File: src/rtl/core/ced_pkg.sv
package ced_pkg;

	// decoder phase: plain text, after backslash, inside \x, inside octal
	typedef enum logic [1:0] {
		PH_PLAIN = 2'd0,
		PH_ESC   = 2'd1,
		PH_HEX   = 2'd2,
		PH_OCT   = 2'd3
	} phase_t;

	localparam logic [7:0] CH_BSLASH = 8'h5C;

	// up to two decoded bytes produced by one input word
	typedef struct packed {
		logic [7:0] b0;    // first byte
		logic       d0;    // first byte carries data (0: bare end marker)
		logic [7:0] b1;    // second byte
		logic       two;   // second byte present
		logic       last;  // end of string after this entry
	} word_pair_t;

endpackage

File: src/rtl/core/ced_front.sv
module ced_front (
	input  logic                clk,
	input  logic                arst_n,
	input  logic                in_valid,
	output logic                in_ready,
	input  logic [7:0]          in_byte,
	input  logic                in_last,
	input  logic                q_full,
	output logic                q_push,
	output ced_pkg::word_pair_t q_word
);

	ced_pkg::phase_t ph_q, nph;
	logic [7:0] pend_q, npend;
	logic [1:0] cnt_q, ncnt;

	logic       hx_ok;
	logic [3:0] hx_val;
	logic [7:0] oct_acc;
	logic       plain_mode;
	logic       fl_v, mn_v, end_v, d0, two;
	logic [7:0] mn_b, e0;
	logic       take;

	// hex digit decode
	always_comb begin
		hx_ok  = 1'b1;
		hx_val = 4'd0;
		case (in_byte) inside
			["0":"9"]: hx_val = in_byte[3:0];
			["a":"f"], ["A":"F"]: hx_val = in_byte[3:0] + 4'd9;
			default: hx_ok = 1'b0;
		endcase
	end

	assign oct_acc = {pend_q[4:0], in_byte[2:0]};

	always_comb begin
		nph        = ph_q;
		npend      = pend_q;
		ncnt       = cnt_q;
		fl_v       = 1'b0;
		mn_v       = 1'b0;
		mn_b       = in_byte;
		plain_mode = 1'b0;
		case (ph_q)
			ced_pkg::PH_PLAIN: plain_mode = 1'b1;
			ced_pkg::PH_ESC: begin
				nph  = ced_pkg::PH_PLAIN;
				mn_v = 1'b1;
				case (in_byte) inside
					"n": mn_b = 8'h0A;
					"t": mn_b = 8'h09;
					"r": mn_b = 8'h0D;
					"a": mn_b = 8'h07;
					"b": mn_b = 8'h08;
					"f": mn_b = 8'h0C;
					"v": mn_b = 8'h0B;
					"x": begin
						mn_v  = 1'b0;
						nph   = ced_pkg::PH_HEX;
						npend = 8'd0;
					end
					["0":"7"]: begin
						mn_v  = 1'b0;
						nph   = ced_pkg::PH_OCT;
						npend = {5'd0, in_byte[2:0]};
						ncnt  = 2'd1;
					end
					default: ;
				endcase
			end
			ced_pkg::PH_HEX: begin
				if (hx_ok) begin
					npend = {pend_q[3:0], hx_val};
				end else begin
					fl_v       = 1'b1;
					nph        = ced_pkg::PH_PLAIN;
					npend      = 8'd0;
					plain_mode = 1'b1;
				end
			end
			ced_pkg::PH_OCT: begin
				if (in_byte inside {["0":"7"]} && cnt_q != 2'd3) begin
					npend = oct_acc;
					ncnt  = cnt_q + 2'd1;
					if (cnt_q == 2'd2) begin
						// third digit closes the escape
						mn_v  = 1'b1;
						mn_b  = oct_acc;
						nph   = ced_pkg::PH_PLAIN;
						npend = 8'd0;
						ncnt  = 2'd0;
					end
				end else begin
					fl_v       = 1'b1;
					nph        = ced_pkg::PH_PLAIN;
					npend      = 8'd0;
					ncnt       = 2'd0;
					plain_mode = 1'b1;
				end
			end
			default: ;
		endcase
		if (plain_mode) begin
			if (in_byte == ced_pkg::CH_BSLASH) begin
				nph = ced_pkg::PH_ESC;
			end else begin
				mn_v = 1'b1;
				mn_b = in_byte;
			end
		end
	end

	// end of string flushes a pending numeric escape
	assign end_v = in_last && (nph == ced_pkg::PH_HEX || nph == ced_pkg::PH_OCT);

	// pack flush, main and end-flush bytes (at most two are present)
	assign d0  = fl_v | mn_v | end_v;
	assign two = (fl_v & mn_v) | (fl_v & end_v) | (mn_v & end_v);
	assign e0  = fl_v ? pend_q : (mn_v ? mn_b : npend);

	assign q_word.b0   = d0 ? e0 : 8'd0;
	assign q_word.d0   = d0;
	assign q_word.b1   = (fl_v && mn_v) ? mn_b : npend;
	assign q_word.two  = two;
	assign q_word.last = in_last;

	assign in_ready = !q_full;
	assign take     = in_valid && in_ready;
	assign q_push   = take && (d0 || in_last);

	always_ff @(posedge clk or negedge arst_n) begin
		if (!arst_n) begin
			ph_q   <= ced_pkg::PH_PLAIN;
			pend_q <= 8'd0;
			cnt_q  <= 2'd0;
		end else if (take) begin
			if (in_last) begin
				ph_q   <= ced_pkg::PH_PLAIN;
				pend_q <= 8'd0;
				cnt_q  <= 2'd0;
			end else begin
				ph_q   <= nph;
				pend_q <= npend;
				cnt_q  <= ncnt;
			end
		end
	end

endmodule

File: src/rtl/core/ced_queue.sv
module ced_queue (
	input  logic                clk,
	input  logic                arst_n,
	input  logic                push,
	input  ced_pkg::word_pair_t push_word,
	output logic                full,
	input  logic                pop,
	output logic                empty,
	output ced_pkg::word_pair_t head
);

	localparam logic [1:0] QDEPTH = 2'd2;

	ced_pkg::word_pair_t mem_q [2];
	logic       wr_ptr_q, rd_ptr_q;
	logic [1:0] count_q;

	assign full  = (count_q == QDEPTH);
	assign empty = (count_q == 2'd0);
	assign head  = mem_q[rd_ptr_q];

	always_ff @(posedge clk) begin
		if (push) begin
			mem_q[wr_ptr_q] <= push_word;
		end
	end

	always_ff @(posedge clk or negedge arst_n) begin
		if (!arst_n) begin
			wr_ptr_q <= 1'b0;
			rd_ptr_q <= 1'b0;
			count_q  <= 2'd0;
		end else begin
			if (push) wr_ptr_q <= !wr_ptr_q;
			if (pop)  rd_ptr_q <= !rd_ptr_q;
			if (push && !pop)      count_q <= count_q + 2'd1;
			else if (pop && !push) count_q <= count_q - 2'd1;
		end
	end

`ifndef SYNTH
	a_count_bound: assert property (@(posedge clk) disable iff (!arst_n)
		count_q <= QDEPTH) else $error("queue count out of range");
	a_no_pop_empty: assert property (@(posedge clk) disable iff (!arst_n)
		pop |-> !empty) else $error("pop from empty queue");
	a_no_push_full: assert property (@(posedge clk) disable iff (!arst_n)
		push |-> !full) else $error("push into full queue");
	a_count_up: assert property (@(posedge clk) disable iff (!arst_n)
		(push && !pop) |=> count_q == $past(count_q) + 2'd1)
		else $error("queue count did not advance");
`endif

endmodule

File: src/rtl/core/ced_back.sv
module ced_back (
	input  logic                clk,
	input  logic                arst_n,
	input  logic                q_empty,
	input  ced_pkg::word_pair_t q_head,
	output logic                q_pop,
	output logic                res_valid,
	input  logic                res_ready,
	output logic [7:0]          out_byte,
	output logic                out_valid,
	output logic                out_last
);

	logic sub_q;  // second byte of the head entry is on the port
	logic fire;
	logic final_word;

	assign res_valid  = !q_empty;
	assign fire       = res_valid && res_ready;
	assign final_word = sub_q || !q_head.two;
	assign q_pop      = fire && final_word;

	assign out_byte  = sub_q ? q_head.b1 : q_head.b0;
	assign out_valid = sub_q ? 1'b1 : q_head.d0;
	assign out_last  = q_head.last && final_word;

	always_ff @(posedge clk or negedge arst_n) begin
		if (!arst_n) begin
			sub_q <= 1'b0;
		end else if (fire) begin
			sub_q <= !final_word;
		end
	end

`ifndef SYNTH
	a_sub_needs_two: assert property (@(posedge clk) disable iff (!arst_n)
		sub_q |-> (res_valid && q_head.two)) else $error("second byte without pair");
	a_sub_held: assert property (@(posedge clk) disable iff (!arst_n)
		(sub_q && !res_ready) |=> sub_q) else $error("second byte dropped");
	a_pair_pop: assert property (@(posedge clk) disable iff (!arst_n)
		(fire && q_head.two && !sub_q) |-> !q_pop) else $error("pair popped early");
`endif

endmodule

File: src/rtl/core/c_escape_sequence_decoder.sv
// C string escape decoder. Takes one raw byte of a string body per input
// word (in_last marks the final byte) and returns the decoded bytes:
// named escapes (\n \t \r \a \b \f \v \\ \' \" \?), \x with any number of hex
// digits, one to three octal digits, values kept to 8 bits; any other
// escaped byte passes as itself. The front stage decodes one word per
// cycle while the queue is not full and writes at most two result bytes
// into a two-entry queue; the back stage drains the queue one result
// word per cycle while res_ready is high. Sustained rate is one input
// word per cycle while each word yields at most one result and res_ready
// stays high; a word that yields two results (a numeric escape flushed by
// a following byte) needs two output handshakes. At the end of a string a
// pending numeric value is flushed, a lone trailing backslash is dropped,
// and if nothing is left to send a bare marker (out_valid = 0, out_byte = 0)
// carries out_last; res_valid comes from the queue, which registers results.
module c_escape_sequence_decoder (
	input  logic       clk,
	input  logic       arst_n,
	input  logic       in_valid,
	output logic       in_ready,
	input  logic [7:0] in_byte,
	input  logic       in_last,
	output logic       res_valid,
	input  logic       res_ready,
	output logic [7:0] out_byte,
	output logic       out_valid,
	output logic       out_last
);

	ced_pkg::word_pair_t push_word, head;
	logic push, pop, full, empty;

	// front: escape parsing and state
	ced_front u_front (
		.clk      (clk),
		.arst_n   (arst_n),
		.in_valid (in_valid),
		.in_ready (in_ready),
		.in_byte  (in_byte),
		.in_last  (in_last),
		.q_full   (full),
		.q_push   (push),
		.q_word   (push_word)
	);

	// decoupling queue
	ced_queue u_queue (
		.clk       (clk),
		.arst_n    (arst_n),
		.push      (push),
		.push_word (push_word),
		.full      (full),
		.pop       (pop),
		.empty     (empty),
		.head      (head)
	);

	// back: one result word per handshake
	ced_back u_back (
		.clk       (clk),
		.arst_n    (arst_n),
		.q_empty   (empty),
		.q_head    (head),
		.q_pop     (pop),
		.res_valid (res_valid),
		.res_ready (res_ready),
		.out_byte  (out_byte),
		.out_valid (out_valid),
		.out_last  (out_last)
	);

endmodule

File: config.mk
export PLATFORM = sky130hd
export DESIGN_NAME = c_escape_sequence_decoder
export DESIGN_NICKNAME = d
export VERILOG_FILES = /design/src/rtl/core/ced_pkg.sv /design/src/rtl/core/ced_front.sv /design/src/rtl/core/ced_queue.sv /design/src/rtl/core/ced_back.sv /design/src/rtl/core/c_escape_sequence_decoder.sv
export SDC_FILE = /design/constraint.sdc
export NUM_CORES = 1
export LEC_CHECK = 0
export BUFFER_PORTS_ARGS = -buffer_cell sky130_fd_sc_hd__buf_2
export CORE_MARGIN = 4
export CORE_UTILIZATION = 34
export DETAILED_ROUTE_END_ITERATION = 8
export GPL_TIMING_DRIVEN = 0
export PLACE_DENSITY = 0.61
export SLEW_MARGIN = 0
export SYNTH_ARGS = -nofsm -noshare
export SYNTH_HDL_FRONTEND = slang
export SYNTH_SLANG_ARGS = --single-unit
File: constraint.sdc
create_clock -name clk -period 3.3 [get_ports clk]
set_clock_uncertainty 0.1 [all_clocks]
set_input_delay 0 -clock clk [delete_from_list [all_inputs] [get_ports clk]]
set_output_delay 0 -clock clk [all_outputs]
set_load 0.05 [all_outputs]
Word level (Yosys, flattened, before mapping)
Memories as Yosys holds them, arrays and structs flattened. Index checks and enable logic that the tools add are counted.

Equality and inequality tests: 26. Order comparisons: 7. Muxes and demuxes: 87. Reductions and logical operators: 31. Bitwise operators: 7. Add/subtract/negate cells: 4.

Operators by type and width (count): $mux W8 (29); $eq A8 B7 Y1 const B (9); $mux W2 (29); $ne A3 B3 Y1 const B (8); $pmux W8 S3 (1); $mux W1 (20); $ge A8 B7 Y1 const B (2); $le A8 B6 Y1 const B (2); $le A8 B7 Y1 const B (2); $pmux W8 S2 (1); $logic_and A1 B1 Y1 (14); $eq A2 B2 Y1 const B (6); $reduce_and A11 Y1 (1); $ge A8 B6 Y1 const B (1); $logic_not A1 Y1 (8); $mux W4 (2); $pmux W2 S3 (1); $add A2 B1 Y2 const B (2); $add A4 B4 Y4 const B (1); $logic_not A2 Y1 (2); $or A1 B1 Y1 (4); $pmux W1 S2 (2); $pmux W2 S2 (1); $and A1 B1 Y1 (3); 9 further kinds (11).

Bits of input ports: 13. Flip-flop bits (word level): 17. Output and inout bits: 12. Logic and storage cells: 170. Memory bits (writable): 38. Memories: 1.

Memory list: u_queue.mem_q (words 2, bits a word 19, rd ports 1, clocked after memory_dff 0, write ports 1, RTL line ced_queue.sv:14) `ced_pkg::word_pair_t mem_q [2];`.

Longest topological paths before layout
Gate-level depths: netlist (run 1).

Word-level depth: 24. Depth in mapped cells: 12. Depth with buffers taken out: 12.

Cells and area by module
A second synthesis (run 1) with hierarchy kept.

Cell total of the unflattened synthesis: 333. Area, all modules: 3668.5 um^2.

By module, submodules not included: ced_front (area each 1828.0 um^2, instances 1, cells each 241, sequential area each 300.3 um^2); ced_queue (area each 1637.8 um^2, instances 1, cells each 75, sequential area each 1241.2 um^2); ced_back (area each 202.7 um^2, instances 1, cells each 17, sequential area each 25.0 um^2).

Worst setup path after synthesis (run 1)
OpenSTA, ideal clock, no wires.

Kind: register to register. Start point: reg u_queue.count_q[0]. End point: mem u_queue.mem_q[1][0] (netlist bit) (enable). Buffers on the path: 0. Path slack: 700 ps. Arrival: 2105 ps. Stages on the path, launching flop included: 5. Period minus slack after synthesis: 2600 ps. Required time: 2805 ps. Library setup time: 395 ps. Cells stage by stage: dfrtp_1 > nand2b_1 > and2_1 > o31ai_4 > nor2_1.

Word-level cells in the longest chain between the ends: 6.

Ends and longest elaborated chain: start: declaration (RTL line ced_queue.sv:16) `logic [1:0] count_q;`; start signal: assignment (RTL line ced_queue.sv:36) `if (push && !pop) count_q <= count_q + 2'd1;`; start signal: assignment (RTL line ced_queue.sv:37) `else if (pop && !push) count_q <= count_q - 2'd1;`; $eq A2 B2 Y1 (RTL line ced_queue.sv:18) `assign full = (count_q == QDEPTH);`; $logic_not A1 Y1 (RTL line ced_front.sv:129) `assign in_ready = !q_full;`; via in_ready (RTL line c_escape_sequence_decoder.sv:19) `output logic in_ready,`; $logic_and A1 B1 Y1 (RTL line ced_front.sv:130) `assign take = in_valid && in_ready;`; $logic_and A1 B1 Y1 (RTL line ced_front.sv:131) `assign q_push = take && (d0 || in_last);`; $mux W1 (RTL line ced_queue.sv:23) `if (push) begin`; $mux W1 (implied by the code) (RTL line ced_queue.sv:24) `mem_q[wr_ptr_q] <= push_word;`; end: declaration (RTL line ced_queue.sv:14).

The timed path passes the listed nets, and every way through them passes these cells.

Worst setup path in the final report (run 1)
Start point: reg u_front.ph_q[0]. End point: reg u_queue.count_q[1].

Word-level cells in the longest chain between the ends: 14. Elaborated cells on any way between the ends: 28. Those cells by class: 5 x eq/ne; 12 x mux; 2 x bitwise; 9 x reduce/logical.

Ends and longest elaborated chain: start: declaration (RTL line ced_front.sv:13) `ced_pkg::phase_t ph_q, nph;`; start signal: assignment (RTL line ced_front.sv:135) `ph_q <= ced_pkg::PH_PLAIN;`; start signal: assignment (RTL line ced_front.sv:140) `ph_q <= ced_pkg::PH_PLAIN;`; start signal: assignment (RTL line ced_front.sv:144) `ph_q <= nph;`; $mux W2 (RTL line ced_front.sv:87) `if (cnt_q == 2'd2) begin`; $mux W2 (RTL line ced_front.sv:84) `if (in_byte inside {["0":"7"]} && cnt_q != 2'd3) begin`; $pmux W2 S3 (RTL line ced_front.sv:46) `case (ph_q)`; $mux W2 (RTL line ced_front.sv:106) `if (in_byte == ced_pkg::CH_BSLASH) begin`; $mux W2 (RTL line ced_front.sv:105) `if (plain_mode) begin`; $eq A2 B2 Y1 (RTL line ced_front.sv:116) `assign end_v = in_last && (nph == ced_pkg::PH_HEX || nph == ced_pkg::PH_OCT);`; $logic_or A1 B1 Y1 (RTL line ced_front.sv:116); $logic_and A1 B1 Y1 (RTL line ced_front.sv:116); $or A1 B1 Y1 (*) (RTL line ced_front.sv:119) `assign d0 = fl_v | mn_v | end_v;`; $logic_or A1 B1 Y1 (*) (RTL line ced_front.sv:131); $logic_and A1 B1 Y1 (*) (RTL line ced_front.sv:131); via push (RTL line c_escape_sequence_decoder.sv:30) `logic push, pop, full, empty;`; $logic_not A1 Y1 (RTL line ced_queue.sv:37); $logic_and A1 B1 Y1 (RTL line ced_queue.sv:37); $reduce_bool A2 Y1 (no source line).

The timed path passes the listed nets; every way through them passes the cells marked *. A chain may end at the register's enable or synchronous reset.

==> flow_summary.json, run 1 <==
{
  "clkTransAtPathRegs_ns": 0.10,
  "synthMuxAreaShare": 0.0631,
  "grt_pass1_vias": 2536,
  "drt_wl_total_um": 8370,
  "fmax_mhz": 402,
  "synth-seq-cells": 55,
  "postSynthAreaPerCell_um2": 10.8,
  "postCtsHoldBufs": 3,
  "ys_types": 65,
  "synthTopCellsByCount": "edfxtp_1 (38), nand2_1 (30), o21ai_0 (23)",
  "nNetsFinal": 365,
  "crit_type": "reg -> reg",
  "regToRegSetupSlack_ns": 0.81,
  "setup_viol_count_final": 0,
  "dieArea_um2": 11500,
  "slew_violations": 0,
  "vias": 2724,
  "ff2ff_path_depth": 10,
  "yosys.area_share.simple": 0.169,
  "antennaDiodeCount": 0,
  "drc": 0,
  "yosysMostFrequentCell": "edfxtp_1",
  "firstDrtPassIters": 5,
  "ir_drop_mv": 0.412,
  "synth.largest_area_cell": "edfxtp_1",
  "hold_path_class": "in -> async",
  "pwr-share-comb": 0.429,
  "crit_buf_inv": 3,
  "p_sw_frac": 0.413,
  "synth_top_family_by_area": "compound AO/OA/AOI/OAI gates",
  "reg2reg_to": "u_queue.count_q[1]",
  "ant_nets": 0,
  "wl_per_cell_um": 17.6,
  "cpPeakStageDelay_ns": 0.37,
  "power.density_nw_per_um2": 622,
  "cts_resized": 0,
  "area_delta_synth_final_pct": 13.2,
  "p_seq_frac": 0.412,
  "reg2reg_from": "u_front.ph_q[0]",
  "vias_per_cell": 5.72,
  "cts_buffers": 5,
  "status": "completed",
  "cts_num_sinks": 55,
  "path_delay_family": "compound AO/OA/AOI/OAI gates",
  "startpoint_type": "flop",
  "crit_end": "u_queue.count_q[1]",
  "antenna_found_initial": 0,
  "worst_slew_pin_slew_ns": 0.826,
  "synth-edff-count": 38,
  "portBuffers": 24,
  "die_w_um": 107,
  "start_util": 0.356,
  "synth-seq-area-share": 0.470,
  "fill_cells": 938,
  "synthAdderAreaFrac": 0.0225,
  "coreArea_um2": 9370,
  "period_minus_slack_ns": 2.49,
  "holdWs_ns": 0.0378,
  "p_int_mw": 1.38,
  "path_depth": 10,
  "power.leakage_nw": 1.34,
  "num_rows": 35,
  "htreeDepth": 2,
  "synth_compound_area_frac": 0.221,
  "end_kind": "flop",
  "grt_pass1_wl_um": 13600,
  "ios": 25,
  "drive_gt1_frac": 0.193,
  "synth_top_area_frac": 0.342,
  "worstPathCellList": "buf_2, inv_1, a211o_1, a31o_4, o31ai_4, inv_1, ha_1, xor2_1, nor2_1, xor2_1",
  "yosys_most_used_dff": "edfxtp_1",
  "gr-total-overflow": 0,
  "dp_hpwl_um": 6260,
  "synth_xor_xnor_area_share": 0.0158,
  "clk_path_buf_depth": 2,
  "postCtsSetupRepairBufs": 0,
  "dr.first_iter.drc_count": 254,
  "yosysWarningCount": 0,
  "gp_congestion": 0.951,
  "rsz0062_at_grt": "no",
  "gr-usage-all-layers": 0.148,
  "root_buffer": "clkbuf_8",
  "synthTopCellsByArea": "edfxtp_1 (34%), dfrtp_1 (13%), mux4_2 (5.4%)",
  "crit_start": "u_front.ph_q[0]",
  "clock_latency_ns": 0.31,
  "finalHoldViolCount": 0,
  "p_sw_mw": 0.970,
  "worstPathRequired_ns": 3.44,
  "cts_tree": "yes",
  "cp_max_fo": 10,
  "grt_max_degree": 19,
  "synthCells": 310,
  "async_flop_share": 0.309,
  "fin_util": 0.403,
  "maxCapViolCount": 0,
  "p_clk_frac": 0.159,
  "cp.arrival_ns": 2.62,
  "slew_headroom": 0.445,
  "netlist_area_um2": 3330,
  "die_h_um": 107,
  "multi_input_area_um2": 1640,
  "regArea_um2": 1570,
  "syn_nets": 329,
  "period_share": 0.754,
  "crit_slowest_cell": "dfrtp_1"
}
cell type report:
cell class,instances,area share
multi-input cells,226,0.435
repair buffers,29,0.0478
well taps,129,0.0428
plain buffers,15,0.0202
flip-flops and latches,55,0.415
clock inverters,3,0.00630
clock buffers,5,0.0182
inverters,14,0.0139
metal layers:
| metal | vias up | track usage | wire length [um] |
|---|---|---|---|
| met5 | - | 0 | 0 |
| met4 | 0 | 0.0447 | 151 |
| met3 | 19 | 0.0253 | 627 |
| met2 | 132 | 0.225 | 3780 |
| met1 | 1303 | 0.215 | 3800 |
| li1 | 1270 | - | - |
metrics by stage:
step,TNS (ns),instance area (um^2),total power [mW],instances,setup WS [ns]
6_report,0,3770,2.34,476,0.811
5_1_grt,0,3770,2.47,476,0.635
4_1_cts,0,3770,2.37,476,0.750
3_5_place_dp,0,3650,2.00,465,0.635
3_3_place_gp,-0.742,3610,1.96,463,-0.0282
2_1_floorplan,0,3330,1.74,310,0.700
cell families (layout without fill, tap and decap cells):
kind of cell,after synthesis,after routing
compound gates,100,100
fa+ha+maj,6,6
buf+inv,29,66
mux,11,11
simple gates,103,103
flops,55,55
xor+xnor,6,6
flip-flops by register name (all words and copies together), names as in the netlist:
register and count:
u_back.sub_q 1, u_front.cnt_q 2, u_front.pend_q 8, u_front.ph_q 2, u_queue.count_q 2, u_queue.mem_q 38
u_queue.rd_ptr_q 1, u_queue.wr_ptr_q 1
worst min-delay path by stage:
stage | startpoint | endpoint | slack (ns)
floorplan | arst_n | u_back.sub_q | -0.40
global placement | arst_n | u_front.cnt_q[0] | -0.15
global route | arst_n | u_front.pend_q[5] | 0.07
detailed placement | arst_n | u_queue.count_q[1] | -0.14
finish | arst_n | u_front.pend_q[5] | 0.04
CTS | arst_n | u_front.cnt_q[0] | 0.05
placed cells by master, fill, tap and decap left out, types with 5 or more instances in the layout:
master | Yosys | final
o21ai_1 | 5 | 5
a21oi_1 | 14 | 14
o211ai_1 | 8 | 8
nand3_1 | 6 | 6
ha_1 | 6 | 6
clkbuf_1 | 7 | 7
inv_1 | 14 | 14
buf_2 | 4 | 28
mux4_2 | 8 | 8
nand2_1 | 30 | 30
o21ai_0 | 23 | 23
a222oi_1 | 5 | 5
nor2_1 | 20 | 18
dfrtp_1 | 17 | 17
nand2b_1 | 8 | 8
o221ai_1 | 6 | 6
clkbuf_8 | 0 | 5
edfxtp_1 | 38 | 38
nor2b_1 | 6 | 6
power by group through the flow:
stage                     combinational (mW)  sequential [mW]  clock [mW]
after global routing                    1.08            0.980       0.415
after floorplan                        0.775            0.962           0
after detailed placement                1.02            0.983           0
after global placement                 0.975            0.980           0
after CTS                               1.02            0.967       0.385
final                                   1.00            0.967       0.373
worst reg2reg max path, stage by stage (launching register included):
cell and delay [ns]:
dfrtp_1 0.37, buf_2 0.23, inv_1 0.09, a211o_1 0.32
a31o_4 0.30, o31ai_4 0.33, inv_1 0.08, ha_1 0.21
xor2_1 0.14, nor2_1 0.11, xor2_1 0.15
(Power assumes the default switching activity.)
==> inputs of run 2 (changes only) <==
--- a/config.mk
+++ b/config.mk
@@ -10,7 +10,7 @@
 export CORE_UTILIZATION = 34
 export DETAILED_ROUTE_END_ITERATION = 8
 export GPL_TIMING_DRIVEN = 0
-export PLACE_DENSITY = 0.61
+export PLACE_DENSITY = 0.63
 export SLEW_MARGIN = 0
 export SYNTH_ARGS = -nofsm -noshare
 export SYNTH_HDL_FRONTEND = slang
==> constraint.sdc (replaced) <==
create_clock -name clk -period 2.1 [get_ports clk]
set_clock_uncertainty 0.1 [all_clocks]
set_input_delay 0 -clock clk [delete_from_list [all_inputs] [get_ports clk]]
set_output_delay 0 -clock clk [all_outputs]
set_load 0.05 [all_outputs]
==> flow_summary.json, run 2 (same netlist as run 1, synthesis figures left out) <==
{
  "wl_per_cell_um": 17.7,
  "num_rows": 35,
  "crit_type": "reg -> reg",
  "die_w_um": 107,
  "gr-usage-all-layers": 0.157,
  "p_sw_mw": 1.57,
  "grt_pass1_vias": 2732,
  "clkTransAtPathRegs_ns": 0.11,
  "final_common_cell": "edfxtp_1",
  "dr.first_iter.drc_count": 248,
  "reg2reg_to": "u_queue.count_q[1]",
  "ant_nets": 0,
  "cp_common_cell": "xor2_1",
  "slew_violations": 0,
  "antennaDiodeCount": 0,
  "period_minus_slack_ns": 2.16,
  "ff2ff_path_depth": 8,
  "maxCapViolCount": 0,
  "cts_buffers": 5,
  "firstDrtPassIters": 7,
  "clock_latency_ns": 0.31,
  "crit_slowest_cell": "or4_4",
  "holdWs_ns": 0.0377,
  "grt_max_degree": 20,
  "gr-total-overflow": 0,
  "fin_ws_ns": -0.0634,
  "regMostFlops": "u_queue.mem_q",
  "reg2reg_from": "u_front.ph_q[0]",
  "worstPathRequired_ns": 2.24,
  "regToRegSetupSlack_ns": -0.06,
  "p_int_mw": 2.23,
  "path_delay_family": "simple AND/OR/NAND/NOR gates",
  "fin_util": 0.434,
  "setup_viol_count_final": 35,
  "dpl_cell_area_um2": 3630,
  "hold_path_class": "in -> async",
  "drc": 0,
  "total_power_mw": 3.80,
  "dp_hpwl_um": 6310,
  "drt_wl_total_um": 8760,
  "area_delta_synth_final_pct": 22.1,
  "period_share": 1.03,
  "power.leakage_nw": 1.46,
  "clk_path_buf_depth": 2,
  "p_clk_frac": 0.161,
  "p_seq_frac": 0.407,
  "power.density_nw_per_um2": 934,
  "ir_drop_mv": 0.629,
  "nNetsFinal": 383,
  "largest_register_ffs": 38,
  "portBuffers": 24,
  "vias_per_cell": 5.60,
  "drive_gt1_frac": 0.310,
  "startpoint_type": "flop",
  "coreArea_um2": 9370,
  "worst_slew_pin_slew_ns": 0.592,
  "gp_congestion": 0.906,
  "die_h_um": 107,
  "fmax_mhz": 462,
  "cp.arrival_ns": 2.31,
  "crit_buf_inv": 1,
  "busiest_layer": "met2",
  "ios": 25,
  "dieArea_um2": 11500,
  "met1_usage": 0.216,
  "pwr-share-comb": 0.432,
  "root_buffer": "clkbuf_8",
  "worstPathCellList": "or4_4, a31o_4, o31ai_4, inv_2, ha_4, xor2_1, nor2_1, xor2_1",
  "vias": 2768,
  "cp_max_fo": 2,
  "grtUsageMet2": 0.258,
  "cts_tree": "yes",
  "finalHoldViolCount": 0,
  "htreeDepth": 2,
  "largest_registers": "u_queue.mem_q x38, u_front.pend_q x8",
  "violations": "negative setup slack",
  "met3_usage": 0.0247,
  "status": "finished with violations",
  "end_kind": "flop",
  "cpPeakStageDelay_ns": 0.51,
  "final_cell_mix": "edfxtp_1 (38), nand2_1 (30), buf_2 (25), buf_4 (22), o21ai_0 (21)",
  "pre_cts_slack_ns": -0.759,
  "p_sw_frac": 0.413,
  "cts_num_sinks": 55,
  "design_area_um2": 4070,
  "grt_pass1_wl_um": 14300,
  "rsz0062_at_grt": "yes",
  "start_util": 0.356,
  "antenna_found_initial": 0,
  "slew_headroom": 0.601,
  "fill_cells": 931
}
-- run 2: stage by stage --
stage                     instances  TNS [ns]
after floorplan                 310     -7.57
after global placement          463    -35.75
after detailed placement        463    -38.74
after CTS                       479    -0.377
after global routing            494     -3.24
final                           494    -0.506
-- run 2: how the worst max path moves through the flow --
stage	depth (start not counted)	startpoint	slack, ns	end
after CTS	8	u_front.ph_q[0]	-0.08	u_queue.count_q[1]
after global placement	9	in_byte[0]	-0.72	u_queue.mem_q[0][2]
after detailed placement	9	in_byte[0]	-0.76	u_queue.mem_q[0][2]
final	8	u_front.ph_q[0]	-0.06	u_queue.count_q[1]
after floorplan	4	u_queue.count_q[0]	-0.19	u_queue.mem_q[0][0]
after global routing	8	u_front.ph_q[0]	-0.16	u_queue.count_q[1]
-- run 2: routing by layer --
layer,part of all wire,wire length (um)
met5,0,0
met4,0.020,177
met1,0.45,3970
met3,0.055,480
met2,0.47,4130
-- run 2: cell type report --
class                           count  area (um^2)  share of cell area
Clock buffer                        5         68.8              0.0169
Multi-Input combinational cell    226         1750               0.429
Sequential cell                    55         1570               0.386
Timing Repair Buffer               49          358              0.0879
Tap cell                          129          161              0.0397
Buffer                             13         83.8              0.0206
Inverter                           14         52.6              0.0129
Clock inverter                      3         28.8             0.00707
-- run 2: power by group through the flow --
stage	registers (mW)	clock network, mW	logic, mW
after floorplan	1.51	0	1.24
after global placement	1.53	0	1.56
after detailed placement	1.55	0	1.58
after CTS	1.55	0.626	1.64
after global routing	1.58	0.671	1.75
final	1.55	0.612	1.64
-- run 2: timing repair --
action,4_1_cts,5_1_grt
hold buffers,3,0
endpoints found under the setup margin,83,81
pin swaps,9,15
resized for setup,16,24
hold endpoints to repair,20,0
setup buffers,7,15
gates cloned,0,0
